==> config.mk <==
export PLATFORM = sky130hd
export DESIGN_NAME = prescaled_timer_table
export DESIGN_NICKNAME = d
export VERILOG_FILES = /design/src/hdl/ptt_pkg.sv /design/src/hdl/ptt_ram.sv /design/src/hdl/ptt_step.sv /design/src/hdl/prescaled_timer_table.sv
export VERILOG_INCLUDE_DIRS = /design/src /design/src/hdl
export SDC_FILE = /design/constraint.sdc
export NUM_CORES = 2
export LEC_CHECK = 0
export ABC_AREA = 0
export BUFFER_PORTS_ARGS = -buffer_cell sky130_fd_sc_hd__buf_2
export CORE_MARGIN = 2
export CORE_UTILIZATION = 62
export CTS_CLUSTER_DIAMETER = 150
export CTS_CLUSTER_SIZE = 25
export DETAILED_ROUTE_END_ITERATION = 16
export HOLD_SLACK_MARGIN = 0.06
export PLACE_DENSITY = 0.89
export SLEW_MARGIN = 10
export SYNTH_ARGS = -nofsm -noshare
export SYNTH_HDL_FRONTEND = slang
export SYNTH_SLANG_ARGS = --single-unit
==> constraint.sdc <==
create_clock -name clk -period 6.7 [get_ports clk]
set_input_delay 1.005 -clock clk [delete_from_list [all_inputs] [get_ports clk]]
set_output_delay 1.005 -clock clk [all_outputs]
set_load 0.005 [all_outputs]
==> src/hdl/prescaled_timer_table_defines.svh <==
// Assertion macros shared by the timer table RTL.
// Depends on nothing; users must have clk and arst_n in scope.
`ifndef PRESCALED_TIMER_TABLE_DEFINES_SVH
`define PRESCALED_TIMER_TABLE_DEFINES_SVH

// Same-cycle implication, checked outside reset.
`define PTT_ASSERT_NOW(lbl, ante, cons) \
	lbl: assert property (@(posedge clk) disable iff (!arst_n) (ante) |-> (cons)) \
		else $error("timer table assertion failed");

// Next-cycle implication, checked outside reset.
`define PTT_ASSERT_NEXT(lbl, ante, cons) \
	lbl: assert property (@(posedge clk) disable iff (!arst_n) (ante) |=> (cons)) \
		else $error("timer table assertion failed");

`endif

==> src/hdl/ptt_pkg.sv <==
// Shared types, codes and constants of the prescaled timer table.
// No dependencies.
`default_nettype none

package ptt_pkg;

	localparam int PTT_TIMERS  = 16;
	localparam int MAX_RESULTS = 16;
	localparam int RES_W       = $clog2(MAX_RESULTS + 1);

	localparam logic [1:0] OP_TICK  = 2'd0;
	localparam logic [1:0] OP_START = 2'd1;
	localparam logic [1:0] OP_STOP  = 2'd2;
	localparam logic [1:0] OP_QUERY = 2'd3;

	localparam logic [2:0] ST_OK         = 3'd0;
	localparam logic [2:0] ST_OVERDUE    = 3'd1;
	localparam logic [2:0] ST_STOP_UNK   = 3'd2;
	localparam logic [2:0] ST_START_DUP  = 3'd3;
	localparam logic [2:0] ST_FULL       = 3'd4;
	localparam logic [2:0] ST_NONE_SCHED = 3'd5;
	localparam logic [2:0] ST_NONE_EXP   = 3'd6;

	typedef struct packed {
		logic [7:0]  id;
		logic [31:0] count;
		logic [15:0] frac;
	} entry_t;

	localparam int ENTRY_W = $bits(entry_t);

	typedef struct packed {
		entry_t upd;
		logic   overdue;
		logic   expired;
		logic   match;
	} step_res_t;

endpackage

`default_nettype wire

==> src/hdl/ptt_ram.sv <==
// Generic single-write, single-read RAM with registered read data.
// No dependencies.
`default_nettype none

module ptt_ram #(
	parameter int WIDTH = 8,
	parameter int DEPTH = 16
) (
	input  wire logic                                   clk,
	input  wire logic                                   we,
	input  wire logic [(DEPTH > 1 ? $clog2(DEPTH) : 1)-1:0] waddr,
	input  wire logic [WIDTH-1:0]                       wdata,
	input  wire logic                                   re,
	input  wire logic [(DEPTH > 1 ? $clog2(DEPTH) : 1)-1:0] raddr,
	output logic      [WIDTH-1:0]                       rdata
);

	logic [WIDTH-1:0] mem [DEPTH];

	always_ff @(posedge clk) begin
		if (we) begin
			mem[waddr] <= wdata;
		end
		if (re) begin
			rdata <= mem[raddr];
		end
	end

endmodule

`default_nettype wire

==> src/hdl/ptt_step.sv <==
// Shared per-entry unit: tick update of one timer, id compare, expiry check.
// Depends on ptt_pkg.
`default_nettype none

module ptt_step
	import ptt_pkg::*;
(
	input  wire entry_t      ent,
	input  wire logic [15:0] ticks_per_unit,
	input  wire logic [7:0]  key_id,
	output step_res_t        res
);

	entry_t upd;

	always_comb begin
		upd = ent;
		if (ent.frac == 16'd0) begin
			if (ent.count != 32'd0) begin
				upd.count = ent.count - 32'd1;
				upd.frac  = ticks_per_unit - 16'd1;
			end
		end else begin
			upd.frac = ent.frac - 16'd1;
		end
		res.upd     = upd;
		res.overdue = (ent.frac == 16'd0) && (ent.count == 32'd0);
		res.expired = (upd.frac == 16'd0) && (upd.count == 32'd0);
		res.match   = (ent.id == key_id);
	end

endmodule

`default_nettype wire

==> src/hdl/prescaled_timer_table.sv <==
// Prescaled countdown timer table: sequencer, flag vector and output register.
// Depends on ptt_pkg, ptt_ram, ptt_step and prescaled_timer_table_defines.svh.
//
// Usage: one command per input transfer (opcode, timer_id, limit). Tick,
// start and stop walk the occupied slots through one shared update unit, one
// slot per cycle, and return a single result. A query scans the slot range
// one slot per cycle, pausing at each expired timer until its result is
// loaded, and sends one result per expired timer (up to 16), with
// last_of_run on the final one, or a single status result when nothing is
// listed. The table memory has a single read port. in_stall is high while a
// command is being worked on; a finished result waits in the output
// register, and the next command is taken meanwhile. When the receiver
// holds out_stall the sequencer waits before loading the next result and
// the table is not touched. The user must write ticks_per_unit through
// cfg_wr_en/cfg_wr_data only while idle; the block does not enforce this.
// Reset empties the table, sets ticks_per_unit to 1 and drops out_valid; the
// table memory itself needs no clearing.
`default_nettype none

`include "prescaled_timer_table_defines.svh"

module prescaled_timer_table
	import ptt_pkg::*;
#(
	parameter int TIMERS = PTT_TIMERS
) (
	input  wire logic        clk,
	input  wire logic        arst_n,
	input  wire logic        cfg_wr_en,
	input  wire logic [15:0] cfg_wr_data,
	input  wire logic        in_valid,
	output logic             in_stall,
	input  wire logic [1:0]  opcode,
	input  wire logic [7:0]  timer_id,
	input  wire logic [31:0] limit,
	output logic             out_valid,
	input  wire logic        out_stall,
	output logic [2:0]       status,
	output logic [7:0]       expired_id,
	output logic [4:0]       active_count,
	output logic             timeout_pending,
	output logic             last_of_run
);

	localparam int IDX_W = (TIMERS > 1) ? $clog2(TIMERS) : 1;
	localparam int CNT_W = $clog2(TIMERS + 1);

	localparam logic [2:0] S_IDLE  = 3'd0;
	localparam logic [2:0] S_WALK  = 3'd1;
	localparam logic [2:0] S_FIN   = 3'd2;
	localparam logic [2:0] S_QSCAN = 3'd3;
	localparam logic [2:0] S_QRD   = 3'd4;

	logic [2:0]        state_q;
	logic [15:0]       tpu_q;
	logic [CNT_W-1:0]  occ_q;
	logic [TIMERS-1:0] flags_q;
	logic [1:0]        op_q;
	logic [7:0]        id_q;
	logic [31:0]       limit_q;
	logic [2:0]        stat_q;
	logic [CNT_W-1:0]  issue_q;
	logic              halt_q;
	logic              found_q;
	logic [IDX_W-1:0]  pos_q;
	logic              vld_s1;
	logic [IDX_W-1:0]  idx_s1;
	logic [IDX_W-1:0]  q_idx_q;
	logic [RES_W-1:0]  n_q;
	logic              out_valid_q;

	logic              in_xfer;
	logic              out_free;
	logic              out_load;
	logic              issue_en;
	logic              proc_s1;
	logic              walk_done;
	logic              higher_any;
	logic              q_last;
	logic [TIMERS-1:0] flags_compact;

	logic              ram_we;
	logic [IDX_W-1:0]  ram_waddr;
	entry_t            ram_wdata;
	logic              ram_re;
	logic [IDX_W-1:0]  ram_raddr;
	logic [ENTRY_W-1:0] ram_rdata;
	entry_t            rd_ent;
	step_res_t         step;

	assign in_xfer  = in_valid && !in_stall;
	assign in_stall = (state_q != S_IDLE);
	assign out_free = !out_valid_q || !out_stall;
	assign out_load = ((state_q == S_FIN) || (state_q == S_QRD)) && out_free;
	assign rd_ent   = entry_t'(ram_rdata);

	assign issue_en  = (state_q == S_WALK) && !halt_q && (issue_q < occ_q);
	assign proc_s1   = (state_q == S_WALK) && vld_s1 && !halt_q;
	assign walk_done = (state_q == S_WALK) && !issue_en && (!vld_s1 || halt_q);

	ptt_ram #(
		.WIDTH(ENTRY_W),
		.DEPTH(TIMERS)
	) u_ram (
		.clk  (clk),
		.we   (ram_we),
		.waddr(ram_waddr),
		.wdata(ram_wdata),
		.re   (ram_re),
		.raddr(ram_raddr),
		.rdata(ram_rdata)
	);

	ptt_step u_step (
		.ent           (rd_ent),
		.ticks_per_unit(tpu_q),
		.key_id        (id_q),
		.res           (step)
	);

	// Read port: walk order during commands, the scan slot during a query.
	always_comb begin
		ram_re    = issue_en || ((state_q == S_QSCAN) && flags_q[q_idx_q]);
		ram_raddr = (state_q == S_WALK) ? issue_q[IDX_W-1:0] : q_idx_q;
	end

	// Write port: tick write-back, stop compaction, or the new entry of a start.
	always_comb begin
		ram_we    = 1'b0;
		ram_waddr = idx_s1;
		ram_wdata = step.upd;
		if (proc_s1 && (op_q == OP_TICK) && !step.overdue) begin
			ram_we = 1'b1;
		end else if (proc_s1 && (op_q == OP_STOP) && found_q) begin
			ram_we    = 1'b1;
			ram_waddr = idx_s1 - IDX_W'(1);
			ram_wdata = rd_ent;
		end else if (walk_done && (op_q == OP_START) && !found_q
				&& (occ_q != CNT_W'(TIMERS))) begin
			ram_we    = 1'b1;
			ram_waddr = occ_q[IDX_W-1:0];
			ram_wdata = '{id: id_q, count: limit_q, frac: 16'd0};
		end
	end

	always_comb begin
		higher_any = 1'b0;
		for (int k = 0; k < TIMERS; k++) begin
			if (IDX_W'(k) > q_idx_q) begin
				higher_any = higher_any | flags_q[k];
			end
		end
		q_last = !higher_any || (n_q == RES_W'(MAX_RESULTS - 1));
	end

	always_comb begin
		for (int k = 0; k < TIMERS; k++) begin
			if (IDX_W'(k) < pos_q) begin
				flags_compact[k] = flags_q[k];
			end else if (k + 1 < TIMERS) begin
				flags_compact[k] = flags_q[(k + 1) % TIMERS];
			end else begin
				flags_compact[k] = 1'b0;
			end
		end
	end

	always_ff @(posedge clk or negedge arst_n) begin
		if (!arst_n) begin
			state_q     <= S_IDLE;
			tpu_q       <= 16'd1;
			occ_q       <= '0;
			flags_q     <= '0;
			out_valid_q <= 1'b0;
			vld_s1      <= 1'b0;
			halt_q      <= 1'b0;
			found_q     <= 1'b0;
		end else begin
			if (cfg_wr_en) begin
				tpu_q <= cfg_wr_data;
			end
			vld_s1 <= issue_en;
			if (out_load) begin
				out_valid_q <= 1'b1;
			end else if (!out_stall) begin
				out_valid_q <= 1'b0;
			end
			unique case (state_q)
				S_IDLE: begin
					if (in_xfer) begin
						issue_q <= '0;
						halt_q  <= 1'b0;
						found_q <= 1'b0;
						stat_q  <= ST_OK;
						q_idx_q <= '0;
						n_q     <= '0;
						if (opcode != OP_QUERY) begin
							state_q <= S_WALK;
						end else if (occ_q == '0) begin
							stat_q  <= ST_NONE_SCHED;
							state_q <= S_FIN;
						end else if (flags_q == '0) begin
							stat_q  <= ST_NONE_EXP;
							state_q <= S_FIN;
						end else begin
							state_q <= S_QSCAN;
						end
					end
				end
				S_WALK: begin
					if (issue_en) begin
						issue_q <= issue_q + CNT_W'(1);
					end
					if (proc_s1) begin
						case (op_q)
							OP_TICK: begin
								if (step.overdue) begin
									halt_q <= 1'b1;
									stat_q <= ST_OVERDUE;
								end else begin
									flags_q[idx_s1] <= step.expired;
								end
							end
							OP_START: begin
								if (step.match) begin
									found_q <= 1'b1;
									halt_q  <= 1'b1;
								end
							end
							default: begin
								if (!found_q && step.match) begin
									found_q <= 1'b1;
									pos_q   <= idx_s1;
								end
							end
						endcase
					end
					if (walk_done) begin
						state_q <= S_FIN;
						if (op_q == OP_START) begin
							if (found_q) begin
								stat_q <= ST_START_DUP;
							end else if (occ_q == CNT_W'(TIMERS)) begin
								stat_q <= ST_FULL;
							end else begin
								flags_q[occ_q[IDX_W-1:0]] <= (limit_q == 32'd0);
								occ_q <= occ_q + CNT_W'(1);
							end
						end else if (op_q == OP_STOP) begin
							if (!found_q) begin
								stat_q <= ST_STOP_UNK;
							end else begin
								flags_q <= flags_compact;
								occ_q   <= occ_q - CNT_W'(1);
							end
						end
					end
				end
				S_FIN: begin
					if (out_free) begin
						status          <= stat_q;
						expired_id      <= 8'd0;
						active_count    <= 5'(occ_q);
						timeout_pending <= |flags_q;
						last_of_run     <= 1'b1;
						state_q         <= S_IDLE;
					end
				end
				S_QSCAN: begin
					if (flags_q[q_idx_q]) begin
						state_q <= S_QRD;
					end else begin
						q_idx_q <= q_idx_q + IDX_W'(1);
					end
				end
				S_QRD: begin
					if (out_free) begin
						status          <= ST_OK;
						expired_id      <= rd_ent.id;
						active_count    <= 5'(occ_q);
						timeout_pending <= 1'b1;
						last_of_run     <= q_last;
						if (q_last) begin
							state_q <= S_IDLE;
						end else begin
							q_idx_q <= q_idx_q + IDX_W'(1);
							n_q     <= n_q + RES_W'(1);
							state_q <= S_QSCAN;
						end
					end
				end
				default: begin
					state_q <= S_IDLE;
				end
			endcase
		end
	end

	// Command registers written only in the idle state, on entry to a walk or query; idx_s1 follows issue_q.
	always_ff @(posedge clk) begin
		if (in_xfer) begin
			op_q    <= opcode;
			id_q    <= timer_id;
			limit_q <= limit;
		end
		idx_s1 <= issue_q[IDX_W-1:0];
	end

	assign out_valid = out_valid_q;

	`PTT_ASSERT_NOW(a_occ_bound, 1'b1, occ_q <= CNT_W'(TIMERS))
	`PTT_ASSERT_NOW(a_flags_in_table, (state_q == S_IDLE),
		(flags_q >> occ_q) == '0)
	`PTT_ASSERT_NEXT(a_busy_after_xfer, in_xfer, state_q != S_IDLE)
	`PTT_ASSERT_NEXT(a_query_continues, out_valid_q && !out_stall && !last_of_run
		&& (state_q == S_IDLE), 1'b0)

endmodule

`default_nettype wire

==> Word level (Yosys, flattened, before mapping) <==
Memories as Yosys holds them, arrays and structs flattened. A register that Yosys moved wholly into a read port is not among the register bits.
Index checks and enable logic that the tools add are counted.
{ "word_totals": {"reg_bits": 129, "mem_bits_rw": 896, "input_bits": 63, "output_inout_bits": 20, "elab_cells": 354, "mem_count": 1} }
{ "op_classes": {"add_sub_neg": 9, "order_cmp": 38, "eq_ne": 44, "muxes": 127, "bitwise_logic": 16, "reduce_logical": 82} }
{ "memory_table": {"columns": ["name", "depth", "width", "read_ports", "rd_clocked_by_memory_dff", "write_ports", "line_no", "source"], "rows": [
  ["u_ram.mem", 16, 56, 1, 1, 1, "ptt_ram.sv:18", "logic [WIDTH-1:0] mem [DEPTH];"]
]} }
{ "op_table": {"columns": ["op", "n"], "rows": [
  ["$mux W16", 11],
  ["$mux W56", 3],
  ["$logic_not A32 Y1", 3],
  ["$ne A5 B5 Y1 const B", 17],
  ["$mux W3", 19],
  ["$mux W1", 53],
  ["$logic_not A16 Y1", 3],
  ["$mux W48", 1],
  ["$mux W5", 9],
  ["$bwmux W16", 2],
  ["$gt A4 B4 Y1 const A", 8],
  ["$lt A4 B4 Y1 const A", 8],
  ["$mux W32", 1],
  ["$mux W4", 8],
  ["$reduce_and A2 Y1", 16],
  ["$reduce_bool A32 Y1", 1],
  ["$sub A16 B1 Y16 const B", 2],
  ["$sub A32 B1 Y32 const B", 1],
  ["$ne A2 B2 Y1 const B", 12],
  ["$reduce_and A6 Y1", 4],
  ["$logic_and A1 B1 Y1", 21],
  ["$pmux W5 S2", 2],
  ["$gt A3 B4 Y1 const A", 4],
  ["$lt A3 B4 Y1 const A", 4],
  ["other kinds (45)", 103]
]} }

==> Logic depth before layout (Yosys ltp) <==
{ "depth": {"word_depth": 37, "depth_mapped": 15, "depth_no_buf": 11} }

==> Hierarchy <==
A second synthesis with hierarchy kept.
{ "hier_totals": {"hier_cells": 2590, "hier_area_um2": 45204.6} }
{ "by_module_without_submodules": {"columns": ["module", "instances", "cells_per_inst", "area_per_inst_um2", "seq_area_each_um2"], "rows": [
  ["ptt_ram", 1, 1445, 35238.8, 28587.4],
  ["prescaled_timer_table", 1, 846, 8001.4, 3614.7],
  ["ptt_step", 1, 299, 1964.4, 0.0]
]} }

==> Least setup slack after synthesis <==
No wires, ideal clock.
{ "synth_timing": {"kind": "register -> register", "startpoint": "reg occ_q[1]", "endpoint": "mem u_ram.mem[7][0] in the netlist's numbering, enable pin", "arrival_ps": 5573, "path_slack_ps": 657, "path_stages_with_launch": 13, "path_buffers": 2, "cell_sequence": "dfrtp_1 -> clkbuf_1 -> inv_1 -> ha_1 -> a2111oi_0 -> or3_1 -> clkbuf_1 -> a2111oi_0 -> nor2_1 -> o21ai_0 -> o21a_1 -> o2111ai_1 -> nor2_1"} }
{ "synth_between": {"elab_chain_len": 13, "word_cells_on_any_way": 17, "classes_between": "1 x order compare; 1 x eq/ne; 8 x mux; 7 x reduce/logical"} }
{ "synth_lines": {"columns": ["element", "line_no", "source"], "rows": [
  ["from (decl)", "prescaled_timer_table.sv:56", "logic [CNT_W-1:0] occ_q;"],
  ["from (signal assigned)", "prescaled_timer_table.sv:247", "occ_q <= occ_q + CNT_W'(1);"],
  ["from (signal assigned)", "prescaled_timer_table.sv:254", "occ_q <= occ_q - CNT_W'(1);"],
  ["$lt A5 B5 Y1", "prescaled_timer_table.sv:97", "assign issue_en = (state_q == S_WALK) && !halt_q && (issue_q < occ_q);"],
  ["$logic_and A1 B1 Y1", "prescaled_timer_table.sv:97", null],
  ["$logic_not A1 Y1", "prescaled_timer_table.sv:99", "assign walk_done = (state_q == S_WALK) && !issue_en && (!vld_s1 || halt_q);"],
  ["$logic_and A1 B1 Y1 (2 in a row)", "prescaled_timer_table.sv:99", null],
  ["$logic_and A1 B1 Y1 (2 in a row)", "prescaled_timer_table.sv:138", "end else if (walk_done && (op_q == OP_START) && !found_q"],
  ["$logic_and A1 B1 Y1", "prescaled_timer_table.sv:139", "&& (occ_q != CNT_W'(TIMERS))) begin"],
  ["$mux W1", "prescaled_timer_table.sv:138", null],
  ["$mux W1", "prescaled_timer_table.sv:134", "end else if (proc_s1 && (op_q == OP_STOP) && found_q) begin"],
  ["$mux W1", "prescaled_timer_table.sv:132", "if (proc_s1 && (op_q == OP_TICK) && !step.overdue) begin"],
  ["$mux W1", "ptt_ram.sv:21", "if (we) begin"],
  ["$mux W1 (implied by the code)", "ptt_ram.sv:22", "mem[waddr] <= wdata;"],
  ["to (decl)", "ptt_ram.sv:18", null]
]} }
Several ways; a longest one is shown, not always the timed one.

==> Worst setup path in the final report <==
{ "layout_timing": {"startpoint": "reg state_q[2]", "endpoint": "mem u_ram.mem[9][30] in the netlist's numbering, enable pin"} }
{ "layout_between": {"elab_chain_len": 14, "word_cells_on_any_way": 23, "classes_between": "1 x eq/ne; 8 x mux; 14 x reduce/logical"} }
{ "layout_lines": {"columns": ["element", "line_no", "source"], "rows": [
  ["from (decl)", "prescaled_timer_table.sv:54", "logic [2:0] state_q;"],
  ["from (signal assigned)", "prescaled_timer_table.sv:170", "state_q <= S_IDLE;"],
  ["from (signal assigned)", "prescaled_timer_table.sv:198", "state_q <= S_WALK;"],
  ["from (signal assigned)", "prescaled_timer_table.sv:201", "state_q <= S_FIN;"],
  ["$eq A3 B1 Y1 *", "prescaled_timer_table.sv:97, prescaled_timer_table.sv:98, prescaled_timer_table.sv:99", null],
  ["$logic_and A1 B1 Y1 (2 in a row)", "prescaled_timer_table.sv:97", null],
  ["$logic_not A1 Y1", "prescaled_timer_table.sv:99", null],
  ["$logic_and A1 B1 Y1 (2 in a row)", "prescaled_timer_table.sv:99", null],
  ["$logic_and A1 B1 Y1 (2 in a row)", "prescaled_timer_table.sv:138", null],
  ["$logic_and A1 B1 Y1", "prescaled_timer_table.sv:139", null],
  ["$mux W1", "prescaled_timer_table.sv:138", null],
  ["$mux W1", "prescaled_timer_table.sv:134", null],
  ["$mux W1", "prescaled_timer_table.sv:132", null],
  ["$mux W1", "ptt_ram.sv:21", null],
  ["$mux W1 (implied by the code)", "ptt_ram.sv:22", null]
]} }
Every way passes the cells marked *; elsewhere a longest branch is shown, timed or not.

==> impl_metrics.csv <==
group,metric,value,unit
global_route,grt_use_met2,49.4,%
status,status,"completed",
die,dieWidth,274,µm
yosys,synth_compound_area_share,6.16,%
clock_network,cts_made_buffers,49,
placed_design,gp_congestion,0.967,
setup_path,reg2reg_from,"state_q[2]",
sta,worst_slew_pin_slew,1250,ps
die,pin_count,83,
die,core-area,0.0726,mm²
finish,fin_nets,2849,
global_route,antenna_found_initial,1,
yosys,ys_seq_area_share,71.2,%
sta,fin_crit_sh,88.7,%
yosys,synthFlopType,"edfxtp_1",
yosys,synth-simple-area-share,7.58,%
clock_network,root_buffer,"clkbuf_16",
setup_path,end_kind,"flop",
detailed_routing,initialDrtViolationCount,4789,
die,start_util,62.3,%
clock_network,cts_htree_levels,2,
sta,setup-violations-final,0,
min_path,hp-class,"in -> async",
yosys,synth_top_family_by_area,"multiplexers",
global_route,grt_first_pass_wirelength,173000,µm
sta,finalHoldViolCount,0,
global_route,overflow,0,
die,dieArea,0.0751,mm²
yosys,yosys_warnings,0,
yosys,synth-xor-area-share,0.911,%
clock_network,clkLatencyLatePin,650,ps
detailed_routing,wire_per_inst,31.5,µm
sta,maxSlewViolCount,0,
yosys,synth.net_count,2790,
sta,hold-worst-slack,485,ps
placed_design,io_buffers,82,
detailed_routing,firstDrtPassIters,8,
sta,fin_crit,5940,ps
placed_design,hpwl,72700,µm
sta,rsz0062_at_grt,"false",
global_route,grt_use_met1,43.7,%
die,die-height,274,µm
setup_path,ff2ff_setup_slack,760,ps
sta,worst_clock_skew,27.4,ps
detailed_routing,drc,0,
sta,max_freq,0.168,GHz
finish,syn_to_final_growth,7.55,%
clock_network,cts_setup_buffers,0,
clock_network,ctsHoldBuffers,0,
setup_path,worstPathRequired,7020,ps
yosys,async_flop_share,4.07,%
setup_path,cp_max_fo,29,
clock_network,cts.sinks,1081,
power,p_leak,15.2,nW
setup_path,start_kind,"flop",
flow_run,max_cap_violations,0,
finish,n_fill_cell,4602,
clock_network,cts_tree,"yes",
detailed_routing,drt_wl_total,118000,µm
yosys,synth.mux.area_fraction,11.9,%
global_route,grt.busiest_layer,"met2",
clock_network,path_clk_slew,100,ps
finish,final_cell_mix,"1033 x edfxtp_1, 252 x nand2_1, 229 x mux4_2, 111 x nor2_1, 93 x o21ai_0",
finish,drive_gt1_share,18.4,%
global_route,grtUsageMet3,7.77,%
detailed_routing,vias,27200,
clock_network,ctsResizeCount,0,
global_route,gr-usage-all-layers,31.6,%
detailed_routing,ant_nets,0,
yosys,synth.avg_cell_area,16.7,µm²
die,rows,99,
yosys,syn_area,0.0452,mm²
yosys,netlist_instances,2705,
global_route,grt_max_degree,113,
setup_path,r2r-end,"u_ram.mem[9][30]",
global_route,grt_pass1_vias,26700,
finish,stdcell_count,3743,
setup_path,reg2reg_depth,11,
setup_path,crit_arrival,6270,ps
detailed_routing,post_drt_via_cell_ratio,7.27,
yosys,synth_edf_count,1033,
power,ir_drop,0.279,mV
sta,setup_tns,0,ps
power,power_density,401,mW/mm²
sta,maxSlewHeadroom,16.3,%
yosys,yosysUniqueCellTypes,73,
yosys,synthAdderAreaFrac,0.625,%
clock_network,cts_buffer_depth,3,
setup_path,crit_type,"reg -> reg",
finish,mostFrequentLayoutCell,"edfxtp_1",
placed_design,dpl.cell_count,3666,
yosys,ys_seq_elements,1081,
[flip-flops by register name, summed over array words and instances (netlist names), 2 cells and up]
signal	flops
flags_q	16
status	3
n_q	5
expired_id	8
id_q	8
issue_q	5
occ_q	5
idx_s1	4
q_idx_q	4
u_ram.rdata	56
limit_q	32
op_q	2
tpu_q	16
u_ram.mem	896
state_q	3
active_count	5
pos_q	4
stat_q	3
[cell usage after synthesis (30+ instances only)]
library cell | instances | area (µm²)
dfrtp_1 | 43 | 1080
edfxtp_1 | 1033 | 31000
a31oi_1 | 74 | 463
nand3_1 | 30 | 150
nor2_1 | 129 | 484
nand2_1 | 253 | 950
a211oi_1 | 60 | 450
clkbuf_1 | 109 | 409
and2_1 | 62 | 388
mux4_2 | 229 | 5160
a21oi_1 | 84 | 420
o21ai_0 | 93 | 465
nor4_1 | 41 | 257
nor3_1 | 43 | 215
buf_1 | 37 | 139
[worst max-delay path by stage]
stage | from | endpoint | slack, ps | depth (start not counted)
floorplan | occ_q[1] | u_ram.mem[7][0] | 660 | 12
global placement | state_q[2] | u_ram.mem[9][32] | 1220 | 11
detailed placement | state_q[2] | u_ram.mem[9][20] | 1030 | 11
CTS | state_q[2] | u_ram.mem[9][29] | 990 | 11
global route | state_q[2] | u_ram.mem[9][30] | 530 | 11
finish | state_q[2] | u_ram.mem[9][30] | 760 | 11
[layout make-up]
class                           instances  area (µm²)  share of cell area [%]
Sequential cell                      1081       32200                    66.2
Multi-Input combinational cell       1442       12500                    25.7
Clock buffer                           66        1310                    2.70
Timing Repair Buffer                  162        1240                    2.54
Tap cell                              959        1200                    2.47
Inverter                               28         105                   0.216
Clock inverter                          4        63.8                   0.131
Antenna cell                            1        2.50                 0.00515
[per-layer routing]
metal | routed length [µm] | share of wire [%]
met4 | 5040 | 4.3
met5 | 13 | 0.011
met1 | 42300 | 36
met2 | 55800 | 47
met3 | 14800 | 13
[critical path, cell delays in order (launching register included)]
cell and delay (ps):
dfrtp_1 710, nor3b_2 270, buf_4 360, nand3b_1 110, or3_1 410, nand2_1 630, nand3_1 760, o21ai_0 400
a21oi_1 140, nand2b_1 410, nor2_4 950, buf_4 440
[cell families (layout without fill, tap and decap cells)]
| family | count (synthesis) | in the layout |
|---|---|---|
| and+or+nand+nor | 691 | 691 |
| DFF | 1081 | 1081 |
| adders and majority gates | 22 | 22 |
| muxes | 249 | 249 |
| xor gates and xnor gates | 47 | 47 |
| AOI/OAI and AO/OA | 433 | 433 |
| other | 0 | 1 |
| buffers and inverters | 182 | 260 |
[metrics by stage]
step                      util, %  setup WS (ps)  power, mW  instance area (µm²)
after floorplan                 -            657       13.7                45200
after global placement       65.0           1220       15.7                47200
after detailed placement     65.0           1030       16.0                47200
after CTS                    66.9            988       19.4                48600
after global routing         67.0            534       20.1                48600
final                        67.0            755       19.5                48600
[power breakdown]
group | switching, mW | internal [mW] | total, mW
clock | 1.98 | 1.39 | 3.37
sequential | 0.586 | 8.92 | 9.50
combinational | 4.17 | 2.45 | 6.61
(Power assumes the default switching activity.)
